### config.mk
export PLATFORM = sky130hd
export DESIGN_NAME = multi_stopwatch_display_controller
export DESIGN_NICKNAME = d
export VERILOG_FILES = /design/src/sv/msdc_pkg.sv /design/src/sv/msdc_front.sv /design/src/sv/msdc_cmd_q.sv /design/src/sv/msdc_back.sv /design/src/sv/multi_stopwatch_display_controller.sv
export SDC_FILE = /design/constraint.sdc
export NUM_CORES = 2
export LEC_CHECK = 0
export BUFFER_PORTS_ARGS = -buffer_cell sky130_fd_sc_hd__buf_2
export CORE_ASPECT_RATIO = 1.75
export CORE_UTILIZATION = 55
export CTS_CLUSTER_DIAMETER = 60
export DETAILED_ROUTE_END_ITERATION = 6
export PLACE_DENSITY_LB_ADDON = 0.25
export SETUP_SLACK_MARGIN = 0.5
export SLEW_MARGIN = 25
export SYNTH_ARGS = -nofsm -noshare
export SYNTH_HDL_FRONTEND = slang
export SYNTH_HIERARCHICAL = 1
export SYNTH_SLANG_ARGS = --single-unit
### constraint.sdc
create_clock -name clk -period 17.2 [get_ports clk]
set_input_delay 5.16 -clock clk [delete_from_list [all_inputs] [get_ports clk]]
set_output_delay 5.16 -clock clk [all_outputs]
set_load 0.01 [all_outputs]
### src/sv/msdc_pkg.sv
`default_nettype none
package msdc_pkg;

	localparam int NUM_CHANNELS = 3;
	localparam int NUM_DIGITS   = 5;
	localparam int CH_W         = (NUM_CHANNELS > 1) ? $clog2(NUM_CHANNELS) : 1;
	localparam int IDX_W        = $clog2(NUM_DIGITS);
	localparam int TO_W         = 24;
	localparam int WORD_W       = 14;
	localparam int CQ_DEPTH     = 2;
	localparam int CQ_PTR_W     = (CQ_DEPTH > 1) ? $clog2(CQ_DEPTH) : 1;
	localparam int CQ_CNT_W     = $clog2(CQ_DEPTH + 1);

	localparam logic [TO_W-1:0]   TIMEOUT_RESET = 24'd300000;
	localparam logic [WORD_W-1:0] DOT_BIT       = 14'h080;
	localparam logic [WORD_W-1:0] UPPER_DOT_BIT = 14'h100;
	localparam logic [IDX_W-1:0]  IDX_LAST      = IDX_W'(NUM_DIGITS - 1);

	// ceil(2^38 / 1000): floor(x / 1000) == (x * SEC_RECIP) >> 38 for any 32-bit x
	localparam int PROD_W    = 61;
	localparam int SEC_SHIFT = 38;
	localparam logic [28:0] SEC_RECIP = 29'd274877907;

	typedef struct packed {
		logic                    is_refresh;
		logic [NUM_CHANNELS-1:0] levels;
		logic                    temp_load;
		logic [6:0]              whole;
		logic [6:0]              frac;
	} cmd_t;

	function automatic logic [WORD_W-1:0] pos_bit(input int p);
		return WORD_W'(14'h200 << p);
	endfunction

	function automatic logic [WORD_W-1:0] seg_of(input logic [3:0] d);
		logic [WORD_W-1:0] s;
		case (d)
			4'd0: s = 14'h03F;
			4'd1: s = 14'h014;
			4'd2: s = 14'h06D;
			4'd3: s = 14'h05D;
			4'd4: s = 14'h056;
			4'd5: s = 14'h05B;
			4'd6: s = 14'h07B;
			4'd7: s = 14'h015;
			4'd8: s = 14'h07F;
			4'd9: s = 14'h05F;
			default: s = '0;
		endcase
		return s;
	endfunction

	// v <= 99, so v*205 >> 11 is v/10
	function automatic logic [3:0] tens_of(input logic [6:0] v);
		logic [14:0] m;
		m = 15'(v) * 15'd205;
		return m[14:11];
	endfunction

	function automatic logic [3:0] ones_of(input logic [6:0] v);
		logic [6:0] t;
		t = 7'(tens_of(v)) * 7'd10;
		return 4'(v - t);
	endfunction

	function automatic logic [6:0] clamp99(input logic [PROD_W-SEC_SHIFT-1:0] q);
		return (q > (PROD_W-SEC_SHIFT)'(99)) ? 7'd99 : q[6:0];
	endfunction

endpackage
`default_nettype wire

### src/sv/msdc_front.sv
`default_nettype none
module msdc_front (
	input  wire logic                  push,
	output logic                       full,
	input  wire logic                  operation,
	input  wire logic [2:0]            switch_levels,
	input  wire logic                  temp_valid,
	input  wire logic [15:0]           temp_raw,
	input  wire logic                  q_full,
	output logic                       wr_en,
	output msdc_pkg::cmd_t             cmd
);

	logic [11:0] quarters;
	logic [9:0]  whole_raw;
	logic        fault;

	assign full     = q_full;
	assign wr_en    = push && !q_full;
	assign quarters = temp_raw[14:3];
	assign whole_raw = quarters[11:2];
	assign fault    = temp_raw[2];

	always_comb begin
		cmd.is_refresh = operation;
		cmd.levels     = switch_levels[msdc_pkg::NUM_CHANNELS-1:0];
		cmd.temp_load  = temp_valid;
		if (fault) begin
			cmd.whole = '0;
			cmd.frac  = '0;
		end else begin
			cmd.whole = (whole_raw > 10'd99) ? 7'd99 : whole_raw[6:0];
			cmd.frac  = 7'({5'b0, quarters[1:0]}) * 7'd25;
		end
	end

endmodule
`default_nettype wire

### src/sv/msdc_cmd_q.sv
`default_nettype none
module msdc_cmd_q (
	input  wire logic           clk,
	input  wire logic           arst_n,
	input  wire logic           wr_en,
	input  wire msdc_pkg::cmd_t wr_cmd,
	output logic                full,
	input  wire logic           rd_en,
	output logic                rd_valid,
	output msdc_pkg::cmd_t      rd_cmd
);

	msdc_pkg::cmd_t                   entry_q [msdc_pkg::CQ_DEPTH];
	logic [msdc_pkg::CQ_PTR_W-1:0]    wr_ptr_q, rd_ptr_q;
	logic [msdc_pkg::CQ_CNT_W-1:0]    count_q;

	assign full     = (count_q == msdc_pkg::CQ_CNT_W'(msdc_pkg::CQ_DEPTH));
	assign rd_valid = (count_q != '0);
	assign rd_cmd   = entry_q[rd_ptr_q];

	always_ff @(posedge clk or negedge arst_n) begin
		if (!arst_n) begin
			wr_ptr_q <= '0;
			rd_ptr_q <= '0;
			count_q  <= '0;
		end else begin
			if (wr_en)
				wr_ptr_q <= (wr_ptr_q == msdc_pkg::CQ_PTR_W'(msdc_pkg::CQ_DEPTH - 1)) ?
					'0 : wr_ptr_q + 1'b1;
			if (rd_en)
				rd_ptr_q <= (rd_ptr_q == msdc_pkg::CQ_PTR_W'(msdc_pkg::CQ_DEPTH - 1)) ?
					'0 : rd_ptr_q + 1'b1;
			if (wr_en && !rd_en)
				count_q <= count_q + 1'b1;
			else if (rd_en && !wr_en)
				count_q <= count_q - 1'b1;
		end
	end

	always_ff @(posedge clk) begin
		if (wr_en)
			entry_q[wr_ptr_q] <= wr_cmd;
	end

endmodule
`default_nettype wire

### src/sv/msdc_back.sv
`default_nettype none
module msdc_back (
	input  wire logic                                clk,
	input  wire logic                                arst_n,
	input  wire logic                                cfg_we,
	input  wire logic [msdc_pkg::TO_W-1:0]           cfg_wdata,
	input  wire logic                                cmd_valid,
	input  wire msdc_pkg::cmd_t                      cmd,
	output logic                                     cmd_pop,
	input  wire logic                                pop,
	output logic                                     empty,
	output logic [msdc_pkg::WORD_W-1:0]              display_word,
	output logic [2:0]                               digit_index,
	output logic                                     last_word
);

	localparam int NC = msdc_pkg::NUM_CHANNELS;

	typedef enum logic [3:0] {
		ST_IDLE  = 4'b0001,
		ST_MUL_A = 4'b0010,
		ST_MUL_B = 4'b0100,
		ST_BUILD = 4'b1000
	} back_state_t;

	back_state_t                          state_q;
	logic [NC-1:0]                        run_q;
	logic [31:0]                          millis_q [NC];
	logic [msdc_pkg::TO_W-1:0]            timeout_q, idle_to_q;
	logic [6:0]                           temp_whole_q, temp_frac_q;
	logic [1:0]                           cnt_q;
	logic [msdc_pkg::CH_W-1:0]            ch_a_q, ch_b_q;
	logic                                 tzero_q;
	logic [msdc_pkg::WORD_W-1:0]          shown_q [msdc_pkg::NUM_DIGITS];
	logic                                 emit_q;
	logic [msdc_pkg::IDX_W-1:0]           idx_q;
	logic [msdc_pkg::PROD_W-1:0]          prod_q;
	logic [6:0]                           sec_a_q;
	logic                                 odd_a_q;

	// scan results
	logic [NC-1:0]                        run_n, clr_n;
	logic                                 reload_n;
	logic [1:0]                           cnt_n;
	logic [msdc_pkg::CH_W-1:0]            ch_a_n, ch_b_n;
	logic [msdc_pkg::TO_W-1:0]            timeout_n;

	logic                                 take, build_ok;
	logic [msdc_pkg::CH_W-1:0]            mul_sel;
	logic [31:0]                          mul_in;
	logic [6:0]                           sec_b;
	logic                                 odd_b;
	logic [msdc_pkg::WORD_W-1:0]          words_n [msdc_pkg::NUM_DIGITS];

	assign take     = (state_q == ST_IDLE) && cmd_valid;
	assign cmd_pop  = take;
	assign build_ok = !emit_q || (pop && idx_q == msdc_pkg::IDX_LAST);
	assign mul_sel  = (state_q == ST_MUL_A) ? ch_a_q : ch_b_q;
	assign mul_in   = millis_q[mul_sel];
	assign sec_b    = msdc_pkg::clamp99(prod_q[msdc_pkg::PROD_W-1:msdc_pkg::SEC_SHIFT]);
	assign odd_b    = prod_q[msdc_pkg::SEC_SHIFT];

	assign empty        = !emit_q;
	assign display_word = shown_q[idx_q];
	assign digit_index  = 3'(idx_q);
	assign last_word    = (idx_q == msdc_pkg::IDX_LAST);

	// switch scan; stops after the second pressed channel
	always_comb begin
		run_n    = run_q;
		clr_n    = '0;
		reload_n = 1'b0;
		cnt_n    = 2'd0;
		ch_a_n   = '0;
		ch_b_n   = '0;
		for (int i = 0; i < NC; i++) begin
			if (cnt_n < 2'd2) begin
				if (!cmd.levels[i]) begin
					clr_n[i] = !run_q[i];
					run_n[i] = 1'b1;
					reload_n = 1'b1;
					if (cnt_n == 2'd0)
						ch_a_n = msdc_pkg::CH_W'(i);
					else
						ch_b_n = msdc_pkg::CH_W'(i);
					cnt_n = cnt_n + 2'd1;
				end else begin
					run_n[i] = 1'b0;
				end
			end
		end
		timeout_n = reload_n ? idle_to_q : timeout_q;
	end

	// new display words
	always_comb begin
		for (int p = 0; p < msdc_pkg::NUM_DIGITS; p++)
			words_n[p] = shown_q[p];
		if (cnt_q == 2'd1) begin
			if (32'(ch_a_q) < 32'd2) begin
				words_n[0] = msdc_pkg::pos_bit(0) | msdc_pkg::seg_of(msdc_pkg::tens_of(sec_a_q));
				words_n[1] = msdc_pkg::pos_bit(1) | msdc_pkg::seg_of(msdc_pkg::ones_of(sec_a_q));
				words_n[3] = msdc_pkg::pos_bit(3) |
					msdc_pkg::seg_of(msdc_pkg::tens_of(temp_whole_q));
				words_n[4] = msdc_pkg::pos_bit(4) |
					msdc_pkg::seg_of(msdc_pkg::ones_of(temp_whole_q));
				words_n[2] = odd_a_q ? (msdc_pkg::pos_bit(2) | msdc_pkg::UPPER_DOT_BIT) : '0;
			end else begin
				words_n[0] = msdc_pkg::pos_bit(0) |
					msdc_pkg::seg_of(msdc_pkg::tens_of(temp_whole_q));
				words_n[1] = msdc_pkg::pos_bit(1) |
					msdc_pkg::seg_of(msdc_pkg::ones_of(temp_whole_q));
				words_n[3] = msdc_pkg::pos_bit(3) | msdc_pkg::seg_of(msdc_pkg::tens_of(sec_a_q));
				words_n[4] = msdc_pkg::pos_bit(4) | msdc_pkg::seg_of(msdc_pkg::ones_of(sec_a_q));
				words_n[2] = odd_a_q ? (msdc_pkg::pos_bit(2) | msdc_pkg::DOT_BIT) : '0;
			end
		end else if (cnt_q == 2'd2) begin
			words_n[0] = msdc_pkg::pos_bit(0) | msdc_pkg::seg_of(msdc_pkg::tens_of(sec_a_q));
			words_n[1] = msdc_pkg::pos_bit(1) | msdc_pkg::seg_of(msdc_pkg::ones_of(sec_a_q));
			words_n[3] = msdc_pkg::pos_bit(3) | msdc_pkg::seg_of(msdc_pkg::tens_of(sec_b));
			words_n[4] = msdc_pkg::pos_bit(4) | msdc_pkg::seg_of(msdc_pkg::ones_of(sec_b));
			// old word 2 keeps its other bits; dots follow the two parities
			words_n[2] = shown_q[2] | msdc_pkg::pos_bit(2);
			words_n[2][8] = odd_a_q;
			words_n[2][7] = odd_b;
		end
		if (tzero_q) begin
			words_n[0] = msdc_pkg::pos_bit(0) | msdc_pkg::seg_of(msdc_pkg::tens_of(temp_whole_q));
			words_n[1] = msdc_pkg::pos_bit(1) | msdc_pkg::seg_of(msdc_pkg::ones_of(temp_whole_q));
			words_n[3] = msdc_pkg::pos_bit(3) | msdc_pkg::seg_of(msdc_pkg::tens_of(temp_frac_q));
			words_n[4] = msdc_pkg::pos_bit(4) | msdc_pkg::seg_of(msdc_pkg::ones_of(temp_frac_q));
			words_n[2] = msdc_pkg::pos_bit(2) | msdc_pkg::DOT_BIT;
		end
	end

	always_ff @(posedge clk or negedge arst_n) begin
		if (!arst_n) begin
			state_q      <= ST_IDLE;
			run_q        <= '0;
			for (int i = 0; i < NC; i++)
				millis_q[i] <= '0;
			timeout_q    <= '0;
			idle_to_q    <= msdc_pkg::TIMEOUT_RESET;
			temp_whole_q <= '0;
			temp_frac_q  <= '0;
			cnt_q        <= '0;
			ch_a_q       <= '0;
			ch_b_q       <= '0;
			tzero_q      <= 1'b0;
			for (int p = 0; p < msdc_pkg::NUM_DIGITS; p++)
				shown_q[p] <= '0;
			emit_q       <= 1'b0;
			idx_q        <= '0;
		end else begin
			if (cfg_we)
				idle_to_q <= cfg_wdata;

			case (state_q)
				ST_IDLE: begin
					if (take && !cmd.is_refresh) begin
						for (int i = 0; i < NC; i++)
							if (run_q[i])
								millis_q[i] <= millis_q[i] + 32'd1;
						if (timeout_q != '0)
							timeout_q <= timeout_q - 1'b1;
					end else if (take) begin
						run_q <= run_n;
						for (int i = 0; i < NC; i++)
							if (clr_n[i])
								millis_q[i] <= '0;
						timeout_q <= timeout_n;
						tzero_q   <= (timeout_n == '0);
						cnt_q     <= cnt_n;
						ch_a_q    <= ch_a_n;
						ch_b_q    <= ch_b_n;
						if (cmd.temp_load) begin
							temp_whole_q <= cmd.whole;
							temp_frac_q  <= cmd.frac;
						end
						state_q <= ST_MUL_A;
					end
				end
				ST_MUL_A: state_q <= ST_MUL_B;
				ST_MUL_B: state_q <= ST_BUILD;
				ST_BUILD: begin
					if (build_ok) begin
						for (int p = 0; p < msdc_pkg::NUM_DIGITS; p++)
							shown_q[p] <= words_n[p];
						state_q <= ST_IDLE;
					end
				end
				default: state_q <= ST_IDLE;
			endcase

			// a build may start in the beat that pops the previous last word
			if (state_q == ST_BUILD && build_ok) begin
				emit_q <= 1'b1;
				idx_q  <= '0;
			end else if (pop && emit_q) begin
				if (idx_q == msdc_pkg::IDX_LAST)
					emit_q <= 1'b0;
				else
					idx_q <= idx_q + 1'b1;
			end
		end
	end

	// seconds: one shared reciprocal multiply, first channel then second
	always_ff @(posedge clk) begin
		if (state_q == ST_MUL_A || state_q == ST_MUL_B)
			prod_q <= msdc_pkg::PROD_W'(mul_in) * msdc_pkg::PROD_W'(msdc_pkg::SEC_RECIP);
		if (state_q == ST_MUL_B) begin
			sec_a_q <= msdc_pkg::clamp99(prod_q[msdc_pkg::PROD_W-1:msdc_pkg::SEC_SHIFT]);
			odd_a_q <= prod_q[msdc_pkg::SEC_SHIFT];
		end
	end

endmodule
`default_nettype wire

### src/sv/multi_stopwatch_display_controller.sv
`default_nettype none
// channel   handshake        payload
// ------    ---------------  ------------------------------------------------
// input     push / full      operation, switch_levels, temp_valid, temp_raw
// result    empty / pop      display_word, digit_index, last_word
// config    cfg_we           cfg_wdata (idle timeout, 24 bit)
//
// Items go through a two-entry command queue; a tick is applied in the idle
// state. A refresh goes through a scan, two passes through the one 32x29
// reciprocal multiplier and a build, and then five result words; the words
// of one refresh overlap the scan and multiplies of the next.
// Reset clears the control state at once, no clearing pass; the queue entries
// and multiplier registers are not reset; the idle timeout loads 300000.
// With pop low the words hold and the next build waits; the queue then fills
// and full rises.
module multi_stopwatch_display_controller (
	input  wire logic        clk,
	input  wire logic        arst_n,
	input  wire logic        cfg_we,
	input  wire logic [23:0] cfg_wdata,
	input  wire logic        push,
	output logic             full,
	input  wire logic        operation,
	input  wire logic [2:0]  switch_levels,
	input  wire logic        temp_valid,
	input  wire logic [15:0] temp_raw,
	output logic             empty,
	input  wire logic        pop,
	output logic [13:0]      display_word,
	output logic [2:0]       digit_index,
	output logic             last_word
);

	msdc_pkg::cmd_t wr_cmd, rd_cmd;
	logic           wr_en, q_full, rd_en, rd_valid;

	msdc_front u_front (
		.push          (push),
		.full          (full),
		.operation     (operation),
		.switch_levels (switch_levels),
		.temp_valid    (temp_valid),
		.temp_raw      (temp_raw),
		.q_full        (q_full),
		.wr_en         (wr_en),
		.cmd           (wr_cmd)
	);

	msdc_cmd_q u_cmd_q (
		.clk      (clk),
		.arst_n   (arst_n),
		.wr_en    (wr_en),
		.wr_cmd   (wr_cmd),
		.full     (q_full),
		.rd_en    (rd_en),
		.rd_valid (rd_valid),
		.rd_cmd   (rd_cmd)
	);

	msdc_back u_back (
		.clk          (clk),
		.arst_n       (arst_n),
		.cfg_we       (cfg_we),
		.cfg_wdata    (cfg_wdata),
		.cmd_valid    (rd_valid),
		.cmd          (rd_cmd),
		.cmd_pop      (rd_en),
		.pop          (pop),
		.empty        (empty),
		.display_word (display_word),
		.digit_index  (digit_index),
		.last_word    (last_word)
	);

	// words of one refresh leave in index order
	a_word_order: assert property (@(posedge clk) disable iff (!arst_n)
		(pop && !empty && !last_word) |=>
			(!empty && digit_index == $past(digit_index) + 3'd1))
		else $error("display word index skipped");

	// a refresh always starts at word 0
	a_first_word: assert property (@(posedge clk) disable iff (!arst_n)
		empty |=> (empty || digit_index == 3'd0))
		else $error("refresh did not start at word 0");

	// a new refresh only follows a popped last word
	a_after_last: assert property (@(posedge clk) disable iff (!arst_n)
		(pop && !empty && last_word) |=> (empty || digit_index == 3'd0))
		else $error("words continued past the last word");

endmodule
`default_nettype wire
==> results.toml <==
[setup_path]
endpoint = "u_back/prod_q[53]"
reg2reg_depth = 30
arrival_ns = 11.36
startpoint = "u_back/state_q[1]"
cp_max_fo = 46
worstSetupStartpointType = "register"
worst_path_most_repeated_cell = "fa_1"
critPathMaxStageDelay_ns = 0.81
cp_slowest_cell = "a211oi_1"
crit_required_ns = 17.65
cp-end-kind = "register"
reg2reg_to = "u_back/prod_q[53]"
crit_type = "reg -> reg"
reg2reg_from = "u_back/state_q[1]"
ff2ff_setup_slack_ns = 6.28

[sta]
worst_slew_pin_slew_ns = 1.03
min_period_over_period_pct = 63.5
fmax_mhz = 91.6
maxSlewViolCount = 0
finClkSkew_ns = 0.0299
finalSetupTns_ns = 0
rsz0062_at_grt = "no"
fin_crit_ns = 10.92
setup_violations = 0
max_slew_margin_pct = 31.6
final-hold-violation-count = 0

[detailed_routing]
wirelength_um = 83900
drt-pass1-iter-count = 5
drc = 0
drt_iter0_drc = 1132
wire_per_inst_um = 19.2
viasPerCell = 5.71
detail-route-antenna-nets = 0
vias = 25000

[synthesis]
synth_warnings = 6
syn-num-nets = 4445
synthMuxAreaShare_pct = 3.86
yosysMostFrequentCell = "inv_1"
synth_top_area_share_pct = 20.9
synthTopCellsByCount = "inv_1 (614), ha_1 (566), fa_1 (333)"
ys_ff_latch = 281
synth-main-ff-cell = "dfrtp_1"
synth_top_family_by_area = "adder cells"
synthTopCellsByArea = "ha_1 (21%), fa_1 (20%), dfrtp_1 (15%), inv_1 (6.8%), edfxtp_1 (6.1%)"
synth_xor_area_share_pct = 4.26
synth_area_sq_um = 33900
synth_edf_count = 69
synth.avg_cell_area_sq_um = 9.71
synth_cell_types = 108
yosys.area_share.simple_pct = 11.7
synthArstFlopShare_pct = 75.4
ys_seq_area_share_pct = 21.8
synth_top_area_cell = "ha_1"
synth_cells = 3496
synthAdderAreaFrac_pct = 40.5
synth_compound_area_share_pct = 9.85

[cts]
clk_latency_ns = 0.63
clock_sinks = 281
cts_setup_buffers = 0
root_buffer = "clkbuf_16"
clk_pin_slew_ns = 0.07
htree_num_levels = 1
cts_resized = 0
numCtsBuffers = 31
cts_tree = "yes"
clk_path_buf_depth = 3
hold_buffers = 0

[floorplanning]
rows = 120
die_height_um = 331
core_area_sq_um = 61100
io_pins = 70
fp.dieW_um = 190
start_util_pct = 55.5
fp.dieArea_sq_um = 62700

[final_layout]
final_layout_size_suffix_gt1_share_pct = 8.53
fin_util_pct = 59.5
n_antenna_cell = 0
fillers = 5274
area_growth_pct = 7.18
fin_nets = 4501

[pwr]
ir_drop_v = 0.000365
powerDensity_nw_per_um2 = 164
finalPower_mw = 5.98
p_leak_nw = 19.7

[worst_hold_path]
hold_class = "reg -> reg"

[grt]
grt_pass1_vias = 26300
grt-ovfl-total = 0
antenna_found_initial = 1
grt_max_degree = 108
grt_pass1_wl_um = 135000
grt_use_total_pct = 27.6

[run_status]
status = "finished, final reports clean"

[flow_run]
maxCapViolations = 0

[place]
dpl.hpwl_um = 69400
gp_congestion = 1.01
port_buffers = 66
## critical path: cells and delay by family, from the launching register on
| kind | cells | cell delay, ns |
|---|---|---|
| adders and majority gates | 9 | 4.24 |
| AOI/OAI and AO/OA | 9 | 2.77 |
| and+or+nand+nor | 5 | 1.36 |
| buffers and inverters | 6 | 0.97 |
| muxes | 1 | 0.79 |
| DFF | 1 | 0.58 |
## cell type report
cell class | count | area (sq um) | area share [%]
Clock buffer | 32 | 801 | 2.20
Tap cell | 793 | 992 | 2.73
Sequential cell | 281 | 7390 | 20.3
Inverter | 620 | 2330 | 6.40
Multi-Input combinational cell | 2509 | 23900 | 65.7
Clock inverter | 25 | 320 | 0.881
Timing Repair Buffer | 109 | 663 | 1.82
## power breakdown
part	switching [mW]	leakage, nW	internal, mW
Combinational	2.61	15.7	1.67
Clock	0.306	0.540	0.433
Sequential	0.149	3.46	0.808
## per-layer routing
layer / share of wire, % / vias up / routed length (um) / GRT usage, %
met4: 8.0 / 0 / 6700 / 19.8
met5: 0 / - / 0 / 0
li1: - / 11800 / - / -
met1: 35 / 12300 / 29100 / 27.7
met2: 54 / 535 / 45700 / 52.6
met3: 2.9 / 291 / 2390 / 2.79
## metrics by stage
| stage | cell area, sq um | instances | hold WS (ns) | setup WS (ns) |
|---|---|---|---|---|
| 6_report | 36400 | 4369 | 0.467 | 6.28 |
| 4_1_cts | 36400 | 4369 | 0.471 | 6.26 |
| 5_1_grt | 36400 | 4369 | 0.501 | 5.72 |
| 3_5_place_dp | 35200 | 4312 | 0.456 | 6.32 |
| 2_1_floorplan | 33900 | 3496 | 0.431 | 8.33 |
| 3_3_place_gp | 35200 | 4312 | 0.450 | 6.40 |
## registers in the layout, indices dropped and copies added, names as in the netlist, 2 cells and up
signal               flops
u_back/shown_q          32
u_back/idle_to_q        24
u_back/temp_whole_q      7
u_back/cnt_q             2
u_cmd_q/entry_q         38
u_back/run_q             3
u_back/timeout_q        24
u_back/sec_a_q           7
u_back/prod_q           23
u_cmd_q/count_q          2
u_back/ch_a_q            2
u_back/ch_b_q            2
u_back/temp_frac_q       7
u_back/state_q           4
u_back/digit_index       3
u_back/millis_q         96
## worst min-delay path by stage
stage	from	endpoint	cells past startpoint
2_1_floorplan	u_back/shown_q[36]	u_back/shown_q[36]	2
3_5_place_dp	u_back/shown_q[36]	u_back/shown_q[36]	2
4_1_cts	u_back/shown_q[36]	u_back/shown_q[36]	2
6_report	u_back/shown_q[36]	u_back/shown_q[36]	2
3_3_place_gp	u_back/shown_q[36]	u_back/shown_q[36]	2
5_1_grt	u_back/shown_q[19]	u_back/shown_q[19]	2
## cell families (layout without fill, tap and decap cells)
group	count (synthesis)	after routing
xor gates and xnor gates	154	154
and+or+nand+nor	812	812
AOI/OAI and AO/OA	528	528
muxes	115	115
buffers and inverters	706	786
DFF	281	281
other	1	1
adders and majority gates	899	899
## layout by cell type (no fill, tap or decap), types with 43 or more instances in the layout
| cell type | instances |
|---|---|
| a21oi_1 | 147 |
| buf_2 | 65 |
| buf_4 | 43 |
| dfrtp_1 | 203 |
| edfxtp_1 | 69 |
| fa_1 | 333 |
| ha_1 | 566 |
| inv_1 | 614 |
| mux2_2 | 47 |
| mux2i_1 | 48 |
| nand2_1 | 227 |
| nand3_1 | 75 |
| nor2_1 | 218 |
| nor3_1 | 46 |
| o21ai_0 | 141 |
| xnor2_1 | 55 |
| xor2_1 | 90 |
Power figures use the tool's default switching activity.
